--- src/design/bda_pkg.sv ---
// shared types, widths and the brightness-to-alpha curve
package bda_pkg;

    localparam int BRIGHT_W          = 12;
    localparam int ALPHA_W           = 8;
    localparam int SRC_W             = 2;
    localparam int DEFINED_POINTS    = 20;
    localparam int TABLE_ENTRIES_DEF = 20;
    localparam int LOW_LIMIT         = 3;
    localparam int ALPHA_MAX         = 255;

    // divider: magnitudes only, two quotient bits per cycle
    localparam int Q_W       = 26;
    localparam int DVSR_W    = BRIGHT_W;
    localparam int DIV_STEPS = Q_W / 2;
    localparam int CNT_W     = $clog2(DIV_STEPS);

    localparam logic [BRIGHT_W-1:0] CURVE_LVL [DEFINED_POINTS] = '{
        12'd0,   12'd1,   12'd2,   12'd3,   12'd4,
        12'd6,   12'd10,  12'd20,  12'd30,  12'd45,
        12'd70,  12'd100, 12'd150, 12'd227, 12'd300,
        12'd400, 12'd500, 12'd600, 12'd800, 12'd1023
    };

    localparam logic [ALPHA_W-1:0] CURVE_VAL [DEFINED_POINTS] = '{
        8'hff, 8'hee, 8'he8, 8'he6, 8'he5,
        8'he4, 8'he0, 8'hd5, 8'hce, 8'hc6,
        8'hb7, 8'had, 8'ha0, 8'h8a, 8'h80,
        8'h6e, 8'h5b, 8'h50, 8'h38, 8'h18
    };

    typedef enum logic [SRC_W-1:0] {
        SRC_OVERRIDE = SRC_W'(0),
        SRC_HELD     = SRC_W'(1),
        SRC_TABLE    = SRC_W'(2)
    } src_t;

    typedef enum logic [1:0] {
        PATH_OVERRIDE,
        PATH_HOLD,
        PATH_END,
        PATH_BLEND
    } path_t;

    typedef enum logic {
        DSEL_DX,
        DSEL_DY
    } dsel_t;

    typedef enum logic [3:0] {
        S_IDLE,
        S_CLASSIFY,
        S_MUL1,
        S_DIV1_GO,
        S_DIV1,
        S_MUL2,
        S_DIV2_GO,
        S_DIV2,
        S_DIV3_GO,
        S_DIV3,
        S_SUM,
        S_WRITE
    } state_t;

    typedef struct packed {
        logic  load;
        logic  seg;
        logic  mul1;
        logic  mul2;
        logic  div_start;
        dsel_t div_sel;
        logic  take_twice;
        logic  take_q2;
        logic  take_corr;
        logic  sum;
        logic  write;
    } cmd_t;

    typedef struct packed {
        path_t path;
        logic  dy_zero;
        logic  div_done;
    } status_t;

endpackage

--- src/design/bda_div.sv ---
// serial unsigned divider, two quotient bits per cycle
module bda_div (
    input  logic                     clk,
    input  logic                     rst_n,
    input  logic                     start,
    input  logic [bda_pkg::Q_W-1:0]    dividend,
    input  logic [bda_pkg::DVSR_W-1:0] divisor,
    output logic [bda_pkg::Q_W-1:0]    quotient,
    output logic                     done
);
    import bda_pkg::*;

    logic                busy_reg;
    logic                done_reg;
    logic [CNT_W-1:0]    cnt_reg;
    logic [DVSR_W-1:0]   rem_reg;
    logic [Q_W-1:0]      quo_reg;
    logic [DVSR_W-1:0]   dvsr_reg;
    logic [DVSR_W-1:0]   rem_next;
    logic [Q_W-1:0]      quo_next;

    always_comb
    begin
        logic [DVSR_W:0] t;
        logic [DVSR_W-1:0] r;
        logic [Q_W-1:0] q;
        r = rem_reg;
        q = quo_reg;
        t = '0;
        for (int k = 0; k < 2; k++)
        begin
            t = {r, q[Q_W-1]};
            q = {q[Q_W-2:0], 1'b0};
            if (t >= {1'b0, dvsr_reg})
            begin
                t    = t - {1'b0, dvsr_reg};
                q[0] = 1'b1;
            end
            r = t[DVSR_W-1:0];
        end
        rem_next = r;
        quo_next = q;
    end

    always_ff @(posedge clk or negedge rst_n)
    begin
        if (!rst_n)
        begin
            busy_reg <= 1'b0;
            done_reg <= 1'b0;
            cnt_reg  <= '0;
        end
        else
        begin
            done_reg <= 1'b0;
            if (start)
            begin
                busy_reg <= 1'b1;
                cnt_reg  <= '0;
            end
            else if (busy_reg)
            begin
                cnt_reg <= cnt_reg + CNT_W'(1);
                if (cnt_reg == CNT_W'(DIV_STEPS - 1))
                begin
                    busy_reg <= 1'b0;
                    done_reg <= 1'b1;
                end
            end
        end
    end

    always_ff @(posedge clk)
    begin
        if (start)
        begin
            rem_reg  <= '0;
            quo_reg  <= dividend;
            dvsr_reg <= divisor;
        end
        else if (busy_reg)
        begin
            rem_reg <= rem_next;
            quo_reg <= quo_next;
        end
    end

    assign quotient = quo_reg;
    assign done     = done_reg;

`ifndef ASSERT_OFF
    a_no_restart: assert property (@(posedge clk) disable iff (!rst_n)
        start |-> !busy_reg)
        else $error("divider restarted while busy");
`endif

endmodule

--- src/design/bda_dp.sv ---
// datapath: curve search, products, shared divider, rounding and saturation
module bda_dp #(
    parameter int TABLE_ENTRIES = bda_pkg::TABLE_ENTRIES_DEF
) (
    input  logic                         clk,
    input  logic                         rst_n,
    input  logic [bda_pkg::BRIGHT_W-1:0] brightness,
    input  logic                         cfg_we,
    input  logic [bda_pkg::ALPHA_W-1:0]  cfg_wdata,
    input  bda_pkg::cmd_t                cmd,
    output bda_pkg::status_t             st,
    output logic [bda_pkg::ALPHA_W-1:0]  alpha,
    output logic [bda_pkg::SRC_W-1:0]    alpha_source
);
    import bda_pkg::*;

    localparam int N_PTS = (TABLE_ENTRIES < DEFINED_POINTS) ? TABLE_ENTRIES : DEFINED_POINTS;
    localparam int P1_W  = ALPHA_W + BRIGHT_W;
    localparam int P2_W  = 2 * BRIGHT_W;
    localparam int SUM_W = Q_W + 2;

    logic [ALPHA_W-1:0]  override_reg;
    logic [ALPHA_W-1:0]  held_alpha_reg;
    logic [BRIGHT_W-1:0] bright_reg;

    logic [ALPHA_W-1:0]  ya_reg;
    logic [ALPHA_W-1:0]  dy_mag_reg;
    logic                dy_neg_reg;
    logic [BRIGHT_W-1:0] dxa_reg;
    logic [BRIGHT_W-1:0] dxb_reg;
    logic [BRIGHT_W-1:0] dx_reg;
    logic [Q_W-1:0]      num_reg;
    logic                num_neg_reg;
    logic [Q_W-1:0]      tw_mag_reg;
    logic                tw_neg_reg;
    logic [Q_W-1:0]      corr_mag_reg;
    logic                corr_neg_reg;
    logic [ALPHA_W-1:0]  res_alpha_reg;
    src_t                res_src_reg;
    logic [ALPHA_W-1:0]  alpha_reg;
    src_t                alpha_source_reg;

    path_t               path_c;
    logic [BRIGHT_W-1:0] xa_c;
    logic [BRIGHT_W-1:0] xb_c;
    logic [ALPHA_W-1:0]  ya_c;
    logic [ALPHA_W-1:0]  yb_c;
    logic [ALPHA_W-1:0]  end_alpha_c;

    logic [P1_W-1:0]     p1;
    logic [P2_W-1:0]     p2;
    logic [DVSR_W-1:0]   divisor_c;
    logic [Q_W-1:0]      quotient;
    logic                div_done;
    logic [Q_W:0]        rnd_c;
    logic [ALPHA_W-1:0]  sat_c;

    // first curve point at or above the brightness
    always_comb
    begin
        logic found;
        logic first_hit;
        found       = 1'b0;
        first_hit   = 1'b0;
        xa_c        = '0;
        xb_c        = '0;
        ya_c        = '0;
        yb_c        = '0;
        for (int i = 0; i < N_PTS; i++)
        begin
            if (!found && CURVE_LVL[i] >= bright_reg)
            begin
                found = 1'b1;
                if (i == 0)
                begin
                    first_hit = 1'b1;
                end
                else
                begin
                    xa_c = CURVE_LVL[(i > 0) ? i - 1 : 0];
                    ya_c = CURVE_VAL[(i > 0) ? i - 1 : 0];
                    xb_c = CURVE_LVL[i];
                    yb_c = CURVE_VAL[i];
                end
            end
        end
        end_alpha_c = first_hit ? CURVE_VAL[0] : CURVE_VAL[N_PTS-1];
        if (override_reg != '0)
            path_c = PATH_OVERRIDE;
        else if (bright_reg <= BRIGHT_W'(LOW_LIMIT))
            path_c = PATH_HOLD;
        else if (!found || first_hit)
            path_c = PATH_END;
        else
            path_c = PATH_BLEND;
    end

    assign p1 = dy_mag_reg * dxa_reg;
    assign p2 = dxa_reg * dxb_reg;
    assign divisor_c = (cmd.div_sel == DSEL_DY) ?
                       {{(DVSR_W-ALPHA_W){1'b0}}, dy_mag_reg} : dx_reg;

    // halves away from zero: magnitude (q + 1) / 2
    assign rnd_c = {1'b0, quotient} + (Q_W+1)'(1);

    always_comb
    begin
        logic signed [SUM_W-1:0] ya_s;
        logic signed [SUM_W-1:0] tw_s;
        logic signed [SUM_W-1:0] corr_s;
        logic signed [SUM_W-1:0] sum_s;
        ya_s   = $signed({{(SUM_W-ALPHA_W){1'b0}}, ya_reg});
        tw_s   = $signed({2'b00, tw_mag_reg});
        corr_s = $signed({2'b00, corr_mag_reg});
        if (tw_neg_reg)
            tw_s = -tw_s;
        if (corr_neg_reg)
            corr_s = -corr_s;
        sum_s = ya_s + tw_s + corr_s;
        if (sum_s < 0)
            sat_c = '0;
        else if (sum_s > $signed(SUM_W'(ALPHA_MAX)))
            sat_c = ALPHA_W'(ALPHA_MAX);
        else
            sat_c = sum_s[ALPHA_W-1:0];
    end

    bda_div u_div (
        .clk      (clk),
        .rst_n    (rst_n),
        .start    (cmd.div_start),
        .dividend (num_reg),
        .divisor  (divisor_c),
        .quotient (quotient),
        .done     (div_done)
    );

    always_ff @(posedge clk or negedge rst_n)
    begin
        if (!rst_n)
        begin
            override_reg   <= '0;
            held_alpha_reg <= '0;
        end
        else
        begin
            if (cfg_we)
                override_reg <= cfg_wdata;
            if (cmd.write && res_src_reg == SRC_TABLE)
                held_alpha_reg <= res_alpha_reg;
        end
    end

    always_ff @(posedge clk)
    begin
        if (cmd.load)
            bright_reg <= brightness;

        if (cmd.seg)
        begin
            ya_reg       <= ya_c;
            dy_neg_reg   <= (yb_c < ya_c);
            dy_mag_reg   <= (yb_c < ya_c) ? (ya_c - yb_c) : (yb_c - ya_c);
            dxa_reg      <= bright_reg - xa_c;
            dxb_reg      <= xb_c - bright_reg;
            dx_reg       <= xb_c - xa_c;
            corr_mag_reg <= '0;
            corr_neg_reg <= 1'b0;
            unique case (path_c)
                PATH_OVERRIDE:
                begin
                    res_alpha_reg <= override_reg;
                    res_src_reg   <= SRC_OVERRIDE;
                end
                PATH_HOLD:
                begin
                    res_alpha_reg <= held_alpha_reg;
                    res_src_reg   <= SRC_HELD;
                end
                PATH_END:
                begin
                    res_alpha_reg <= end_alpha_c;
                    res_src_reg   <= SRC_TABLE;
                end
                PATH_BLEND:
                begin
                    res_src_reg <= SRC_TABLE;
                end
                default:
                begin
                    res_src_reg <= SRC_TABLE;
                end
            endcase
        end

        // 2*dy*(x-xa), sign from dy
        if (cmd.mul1)
        begin
            num_reg     <= {{(Q_W-P1_W-1){1'b0}}, p1, 1'b0};
            num_neg_reg <= dy_neg_reg;
        end

        // 2*(x-xa)*(x-xb) is never positive
        if (cmd.mul2)
        begin
            num_reg     <= {{(Q_W-P2_W-1){1'b0}}, p2, 1'b0};
            num_neg_reg <= 1'b1;
        end

        if (cmd.take_twice)
        begin
            tw_mag_reg <= rnd_c[Q_W:1];
            tw_neg_reg <= num_neg_reg;
        end

        if (cmd.take_q2)
        begin
            num_reg     <= quotient;
            num_neg_reg <= num_neg_reg ^ dy_neg_reg;
        end

        // divisor xa - xb is negative
        if (cmd.take_corr)
        begin
            corr_mag_reg <= quotient;
            corr_neg_reg <= ~num_neg_reg;
        end

        if (cmd.sum)
            res_alpha_reg <= sat_c;

        if (cmd.write)
        begin
            alpha_reg        <= res_alpha_reg;
            alpha_source_reg <= res_src_reg;
        end
    end

    assign st.path     = path_c;
    assign st.dy_zero  = (dy_mag_reg == '0);
    assign st.div_done = div_done;

    assign alpha        = alpha_reg;
    assign alpha_source = alpha_source_reg;

`ifndef ASSERT_OFF
    a_seg_width: assert property (@(posedge clk) disable iff (!rst_n)
        (cmd.seg && path_c == PATH_BLEND) |=> (dx_reg != '0))
        else $error("interpolation segment with zero width");
`endif

endmodule

--- src/design/bda_ctrl.sv ---
// controller: sequences one item through search, divisions and result write
module bda_ctrl (
    input  logic             clk,
    input  logic             rst_n,
    input  logic             in_valid,
    output logic             in_ready,
    output logic             out_valid,
    input  logic             out_ready,
    input  bda_pkg::status_t st,
    output bda_pkg::cmd_t    cmd
);
    import bda_pkg::*;

    state_t state_reg;
    state_t state_next;
    logic   out_valid_reg;
    logic   out_valid_next;
    logic   slot_free;

    assign slot_free = !out_valid_reg || out_ready;
    assign in_ready  = (state_reg == S_IDLE);

    always_comb
    begin
        state_next = state_reg;
        unique case (state_reg)
            S_IDLE:
                if (in_valid)
                    state_next = S_CLASSIFY;
            S_CLASSIFY:
                state_next = (st.path == PATH_BLEND) ? S_MUL1 : S_WRITE;
            S_MUL1:
                state_next = S_DIV1_GO;
            S_DIV1_GO:
                state_next = S_DIV1;
            S_DIV1:
                if (st.div_done)
                    state_next = st.dy_zero ? S_SUM : S_MUL2;
            S_MUL2:
                state_next = S_DIV2_GO;
            S_DIV2_GO:
                state_next = S_DIV2;
            S_DIV2:
                if (st.div_done)
                    state_next = S_DIV3_GO;
            S_DIV3_GO:
                state_next = S_DIV3;
            S_DIV3:
                if (st.div_done)
                    state_next = S_SUM;
            S_SUM:
                state_next = S_WRITE;
            S_WRITE:
                if (slot_free)
                    state_next = S_IDLE;
            default:
                state_next = S_IDLE;
        endcase
    end

    always_comb
    begin
        cmd         = '0;
        cmd.div_sel = DSEL_DX;
        unique case (state_reg)
            S_IDLE:     cmd.load = in_valid;
            S_CLASSIFY: cmd.seg = 1'b1;
            S_MUL1:     cmd.mul1 = 1'b1;
            S_DIV1_GO:  cmd.div_start = 1'b1;
            S_DIV1:     cmd.take_twice = st.div_done;
            S_MUL2:     cmd.mul2 = 1'b1;
            S_DIV2_GO:
            begin
                cmd.div_start = 1'b1;
                cmd.div_sel   = DSEL_DY;
            end
            S_DIV2:
            begin
                cmd.div_sel = DSEL_DY;
                cmd.take_q2 = st.div_done;
            end
            S_DIV3_GO:  cmd.div_start = 1'b1;
            S_DIV3:     cmd.take_corr = st.div_done;
            S_SUM:      cmd.sum = 1'b1;
            S_WRITE:    cmd.write = slot_free;
            default:    cmd.load = 1'b0;
        endcase
    end

    always_comb
    begin
        if (cmd.write)
            out_valid_next = 1'b1;
        else if (out_ready)
            out_valid_next = 1'b0;
        else
            out_valid_next = out_valid_reg;
    end

    always_ff @(posedge clk or negedge rst_n)
    begin
        if (!rst_n)
        begin
            state_reg     <= S_IDLE;
            out_valid_reg <= 1'b0;
        end
        else
        begin
            state_reg     <= state_next;
            out_valid_reg <= out_valid_next;
        end
    end

    assign out_valid = out_valid_reg;

`ifndef ASSERT_OFF
    a_write_free: assert property (@(posedge clk) disable iff (!rst_n)
        cmd.write |-> (!out_valid_reg || out_ready))
        else $error("result written over an item not yet taken");

    a_done_waited: assert property (@(posedge clk) disable iff (!rst_n)
        st.div_done |-> (state_reg == S_DIV1 || state_reg == S_DIV2 || state_reg == S_DIV3))
        else $error("quotient arrived outside a wait state");

    a_accept_classify: assert property (@(posedge clk) disable iff (!rst_n)
        (in_valid && in_ready) |=> (state_reg == S_CLASSIFY))
        else $error("accepted item not classified next");
`endif

endmodule

--- src/design/brightness_to_dim_alpha.sv ---
// top level: backlight brightness to dim-layer alpha
// override, low brightness and curve end pass from accept through classify to write;
// a flat segment takes one division, a full interpolation three serial divisions
// one item at a time: a new item is accepted only in idle, after the write of the last,
// which waits for a free output slot; one shared divider, two quotient bits per cycle
// reset: override register and held alpha clear to 0, no item in flight
module brightness_to_dim_alpha #(
    parameter int TABLE_ENTRIES = bda_pkg::TABLE_ENTRIES_DEF
) (
    input  logic                         clk,
    input  logic                         rst_n,
    input  logic                         in_valid,
    output logic                         in_ready,
    input  logic [bda_pkg::BRIGHT_W-1:0] brightness,
    output logic                         out_valid,
    input  logic                         out_ready,
    output logic [bda_pkg::ALPHA_W-1:0]  alpha,
    output logic [bda_pkg::SRC_W-1:0]    alpha_source,
    input  logic                         cfg_we,
    input  logic [bda_pkg::ALPHA_W-1:0]  cfg_wdata
);
    import bda_pkg::*;

    cmd_t    cmd;
    status_t st;

    bda_ctrl u_ctrl (
        .clk       (clk),
        .rst_n     (rst_n),
        .in_valid  (in_valid),
        .in_ready  (in_ready),
        .out_valid (out_valid),
        .out_ready (out_ready),
        .st        (st),
        .cmd       (cmd)
    );

    bda_dp #(
        .TABLE_ENTRIES (TABLE_ENTRIES)
    ) u_dp (
        .clk          (clk),
        .rst_n        (rst_n),
        .brightness   (brightness),
        .cfg_we       (cfg_we),
        .cfg_wdata    (cfg_wdata),
        .cmd          (cmd),
        .st           (st),
        .alpha        (alpha),
        .alpha_source (alpha_source)
    );

endmodule
--- config.mk ---
export PLATFORM = sky130hd
export DESIGN_NAME = brightness_to_dim_alpha
export DESIGN_NICKNAME = d
export VERILOG_FILES = /design/src/design/bda_pkg.sv /design/src/design/bda_div.sv /design/src/design/bda_dp.sv /design/src/design/bda_ctrl.sv /design/src/design/brightness_to_dim_alpha.sv
export SDC_FILE = /design/constraint.sdc
export NUM_CORES = 1
export LEC_CHECK = 0
export ABC_CLOCK_PERIOD_IN_PS = 7800
export BUFFER_PORTS_ARGS = -buffer_cell sky130_fd_sc_hd__buf_2
export CORE_UTILIZATION = 63
export CTS_CLUSTER_DIAMETER = 100
export DETAILED_ROUTE_END_ITERATION = 10
export PLACE_DENSITY = 0.88
export SLEW_MARGIN = 0
export SYNTH_ARGS = -nofsm -noshare
export SYNTH_HDL_FRONTEND = slang
export SYNTH_HIERARCHICAL = 1
export SYNTH_SLANG_ARGS = --single-unit
--- constraint.sdc ---
create_clock -name clk -period 7.8 [get_ports clk]
set_input_delay 1.17 -clock clk [delete_from_list [all_inputs] [get_ports clk]]
set_output_delay 1.17 -clock clk [all_outputs]
set_load 0.01 [all_outputs]
# Word level (Yosys, flattened, before mapping)
# Cells that the tools add are included.
# totals
ff_bits,241
elab_cells,304
# op_classes
add_sub_neg,13
n_mul,2
order_cmp,26
n_eq_ne,21
n_mux,154
bitwise_logic,2
reduce_logical,58
# op_table
cell,count
2-to-1 mux 8 bit,49
2-to-1 mux 26 bit,7
2-to-1 mux 28 bit,2
negation 26 -> 28 bit,2
2-to-1 mux 9 bit,6
2-to-1 mux 10 bit,5
2-to-1 mux 1 bit,49
one-hot mux 4 bit (12 select lines),1
2-to-1 mux 4 bit,11
">= comparator 10 x 12 -> 1 bit, first input constant",3
">= comparator 9 x 12 -> 1 bit, first input constant",3
adder 28 bit,1
adder 9 x 28 -> 28 bit,1
"> comparator 28 x 9 -> 1 bit, second input constant",1
"< comparator 28 x 1 -> 1 bit, second input constant",1
2-to-1 mux 7 bit,4
"adder 26 x 1 -> 27 bit, second input constant",1
>= comparator 13 x 12 -> 1 bit,2
">= comparator 1 x 12 -> 1 bit, first input constant",2
">= comparator 2 x 12 -> 1 bit, first input constant",2
">= comparator 3 x 12 -> 1 bit, first input constant",2
">= comparator 5 x 12 -> 1 bit, first input constant",2
">= comparator 7 x 12 -> 1 bit, first input constant",2
">= comparator 8 x 12 -> 1 bit, first input constant",2
other kinds (43),115

# Depth between registers and ports, before layout
# logic_depth
ltp_word,68
mapped_depth,23
mapped_depth_nobuf,23

# By module
# The synthesis kept the hierarchy.
# modules_own_cells
module,instances,cells_each,area_each_um2,seq_area_each_um2
bda_dp,1,2198,20385.8,5385.2
bda_div,1,324,3573.4,1531.5
bda_ctrl,1,64,519.2,125.1

# Worst setup path before layout
# No wires, ideal clock.
# synth_timing
path_kind,register to register
start,reg u_dp.corr_mag_reg[2]
end,reg u_dp.res_alpha_reg[3] (data pin)
setup_time_ns,0.287
arrival_ns,5.732
path_slack_ns,1.781
path_stages_with_launch,22
path_buffers,0
synth_period_minus_slack_ns,6.019
path_cell_list,edfxtp_1 > or4_4 > nor4_2 > inv_1 > or3_1 > or2_2 > nand2b_1 > or2_2 > o41ai_1 > xnor2_1 > ha_1 > ha_1 > or2b_2 > o2111ai_1 > or4_1 > nor3_2 > o2111ai_1 > or4b_1 > nor4b_2 > nand4_1 > nor4_4 > a31oi_2
# synth_between
elab_chain_len,7
word_cells_on_any_way,8
classes_between,add/sub: 2; order compare: 2; mux: 4
# synth_rtl
item,line,text
from (decl),bda_dp.sv:36,logic [Q_W-1:0] corr_mag_reg;
from (signal assigned),bda_dp.sv:225,corr_mag_reg <= quotient;
negation 26 -> 28 bit,bda_dp.sv:118,corr_s = -corr_s;
2-to-1 mux 28 bit *,bda_dp.sv:117,if (corr_neg_reg)
adder 28 bit *,bda_dp.sv:119,sum_s = ya_s + tw_s + corr_s;
> comparator 28 x 9 -> 1 bit,bda_dp.sv:122,else if (sum_s > $signed(SUM_W'(ALPHA_MAX)))
2-to-1 mux 8 bit,bda_dp.sv:122,
2-to-1 mux 8 bit *,bda_dp.sv:120,if (sum_s < 0)
2-to-1 mux 8 bit *,bda_dp.sv:229,if (cmd.sum)
to (signal assigned),bda_dp.sv:172,res_alpha_reg <= override_reg;
to (signal assigned),bda_dp.sv:177,res_alpha_reg <= held_alpha_reg;
to (signal assigned),bda_dp.sv:230,res_alpha_reg <= sat_c;
to (decl),bda_dp.sv:38,logic [ALPHA_W-1:0] res_alpha_reg;
# Every way passes the cells marked *; elsewhere a longest branch is shown, timed or not.
# A chain may end at the register's enable or synchronous reset.

# Worst setup path in the final report
# Ends and elaborated chain as after synthesis.

==> out/qor.yml <==
clocking:
  cts_made_buffers: 27
  clock_path_buffers: 3
  clk_pin_slew_ps: 60
  cts.sinks: 243
  h-tree-depth: 1
  clock_latency_ps: 560
  postCtsSetupBuffers: 0
  ctsHoldBuffers: 0
  ctsResizeCount: 0
  cts_root_buf: "clkbuf_16"
  cts_tree: "built"
synthesis:
  syn_area_sq_um: 24500
  ys_types: 106
  yosysWarnings: 6
  synth_edf_count: 204
  synth_ff_type: "edfxtp_1"
  syn-mean-instance-area_sq_um: 9.47
  async_reset_ff_share_pct: 11.1
  ys_seq_area_share_pct: 28.8
  synthesis.nets: 3010
  synth_cells: 2586
  synth_seq_cells: 243
global_route:
  grt_first_pass_wirelength_microns: 101000
  gr-usage-all-layers_pct: 32.3
  overflow: 0
  grt_pass1_vias: 19632
  antenna_found_initial: 1
  grt_max_degree: 58
outcome:
  status: "finished clean"
placement:
  place_congestion: 0.982
  port_buffers: 36
  dp.final_hpwl_microns: 48300
floorplan:
  dieArea_sq_um: 39600
  rows: 71
  die_h_microns: 199
  initial_utilization_pct: 64.5
  placeableCoreArea_sq_um: 37900
  io_pins: 37
  die_width_microns: 199
sta:
  rsz0062_at_grt: "false"
  tightest_slew_ps: 1260
  max_freq_mhz: 146
  relSlewSlack_pct: 15.9
  layout_min_cycle_time_ps: 6860
  finalSetupViolCount: 0
  hold_viol: 0
  finClkSkew_ps: 11.1
  finalMaxSlewViolations: 0
  post-route-period-util_pct: 87.9
  fin_tns_setup_ps: 0
setup_path:
  crit_chain: "or4_4, nor4_2, inv_1, or3_1, or2_2, nand2b_1, or2_2, o41ai_1, xnor2_1, ha_1, ha_1, nor3b_1, a2111oi_0, o31ai_1, nor3_2, o2111ai_1, or4b_1, nor4b_2, nand4_1, nor4_4, a31oi_2"
  crit_path_end_kind: "flip-flop"
  reg2reg_slack_ps: 940
  cp.required_ps: 8070
  slowest_delay_ps: 610
  worst_path_max_delay_cell: "nor4_4"
  worst-path-max-fanout: 8
  path_class: "reg2reg"
  cp-start-kind: "flip-flop"
  crit_arrival_ps: 7130
  cp_num_buf_inv: 1
  cp_top_family: "simple AND/OR/NAND/NOR gates"
final_layout:
  antenna_cells: 0
  layout-drive-gt1-share_pct: 8.29
  finalNetCount: 2996
  area_delta_synth_final_pct: 5.94
job:
  drv_cap: 0
drt:
  drc: 0
  antenna_left: 0
  viasPerCell: 6.16
  wl_per_cell_microns: 20.0
  drt-initial-drc-count: 1800
  route.vias.total: 19112
  drtPass1Iterations: 7
  wl_microns: 62200
worst_hold_path:
  hold_path_class: "reg2reg"
[routing by layer]
metal,vias to the layer above,track usage [%],wire length [microns]
met5,-,0,13
met4,2,12.1,2300
met3,162,5.16,4540
met2,862,56.9,30800
met1,9258,39.8,24500
li1,8828,-,-
[per-stage QoR]
| stage | hold WS (ps) | cells | util, % | setup slack [ps] | area (sq um) |
|---|---|---|---|---|---|
| 6_report | 458 | 3104 | 68.4 | 940 | 25900 |
| 5_1_grt | 447 | 3104 | 68.4 | 515 | 25900 |
| 4_1_cts | 444 | 3104 | 68.4 | 959 | 25900 |
| 3_5_place_dp | 437 | 3054 | 66.0 | 1070 | 25100 |
| 3_3_place_gp | 423 | 3054 | 66.0 | 1210 | 25100 |
| 2_1_floorplan | 417 | 2586 | - | 1780 | 24500 |
[worst paths after layout]
check,start,endpoint,cells after the start
min reg2reg,u_dp/res_alpha_reg[3]$_DFFE_PP_,u_dp/alpha[3]$_DFFE_PP_,0
max,u_dp/corr_mag_reg[2]$_SDFFCE_PN0P_,u_dp/res_alpha_reg[3]$_DFFE_PP_,21
max reg2reg,u_dp/corr_mag_reg[2]$_SDFFCE_PN0P_,u_dp/res_alpha_reg[3]$_DFFE_PP_,21
min,u_dp/res_alpha_reg[3]$_DFFE_PP_,u_dp/alpha[3]$_DFFE_PP_,0
max in group asynchronous,rst_n,u_ctrl/state_reg[2]$_DFFE_PN0P_,1
min in group asynchronous,rst_n,u_dp/override_reg[3]$_DFFE_PN0P_,1
[cells in the final DEF (no fill, tap or decap), drive strengths merged, types with 25 or more instances in the layout]
cell      n
inv     320
nand2   309
ha      223
edfxtp  204
fa      176
nor2    163
and2    122
xnor2   113
o21ai   106
a21oi    85
mux2     67
nor3     52
buf      49
xor2     46
nand3    42
clkbuf   36
nor2b    33
dfrtp    27
mux2i    25
[cell usage after synthesis, types with 15 or more instances]
cell / instances / share of area [%]
xnor2_1: 113 / 4.0
nor2_1: 162 / 2.5
nor3_1: 51 / 1.0
edfxtp_1: 204 / 25
or2_2: 15 / 0.38
fa_1: 176 / 14
nand4_1: 16 / 0.41
and2_1: 122 / 3.1
and3_1: 21 / 0.54
mux2i_1: 25 / 1.0
a211oi_1: 21 / 0.64
dfrtp_1: 27 / 2.8
inv_1: 314 / 4.8
mux2_2: 64 / 2.9
a21o_1: 16 / 0.49
xor2_1: 46 / 1.6
a31oi_1: 16 / 0.41
nor4_1: 16 / 0.41
nand2b_1: 19 / 0.49
a21boi_0: 17 / 0.52
nand2_1: 309 / 4.7
a21oi_1: 79 / 1.6
ha_1: 223 / 11
o21a_1: 20 / 0.61
clkbuf_1: 76 / 1.2
o21ai_0: 100 / 2.0
nor2b_1: 31 / 0.79
nand3_1: 42 / 0.86
o31ai_1: 19 / 0.58
[cells by family (layout without fill, tap and decap cells)]
kind of cell / count (synthesis) / after routing / synth area share (%)
xor gates and xnor gates: 159 / 159 / 5.69
muxes: 92 / 92 / 4.15
and+or+nand+nor: 879 / 879 / 17.9
adders and majority gates: 399 / 399 / 25.8
buffers and inverters: 408 / 415 / 6.43
AOI/OAI and AO/OA: 406 / 406 / 11.3
DFF: 243 / 243 / 28.8
[final cells by class]
class	count	area, sq um
repair buffers	49	278
well taps	511	639
fillers	2709	12000
inverters	316	1190
multi-input cells	1935	15900
flip-flops and latches	243	7040
clock buffers	36	762
clock inverters	14	121
Power is not shown: default switching activity piles up to over one toggle a cycle in this logic, so the estimate is an artifact.
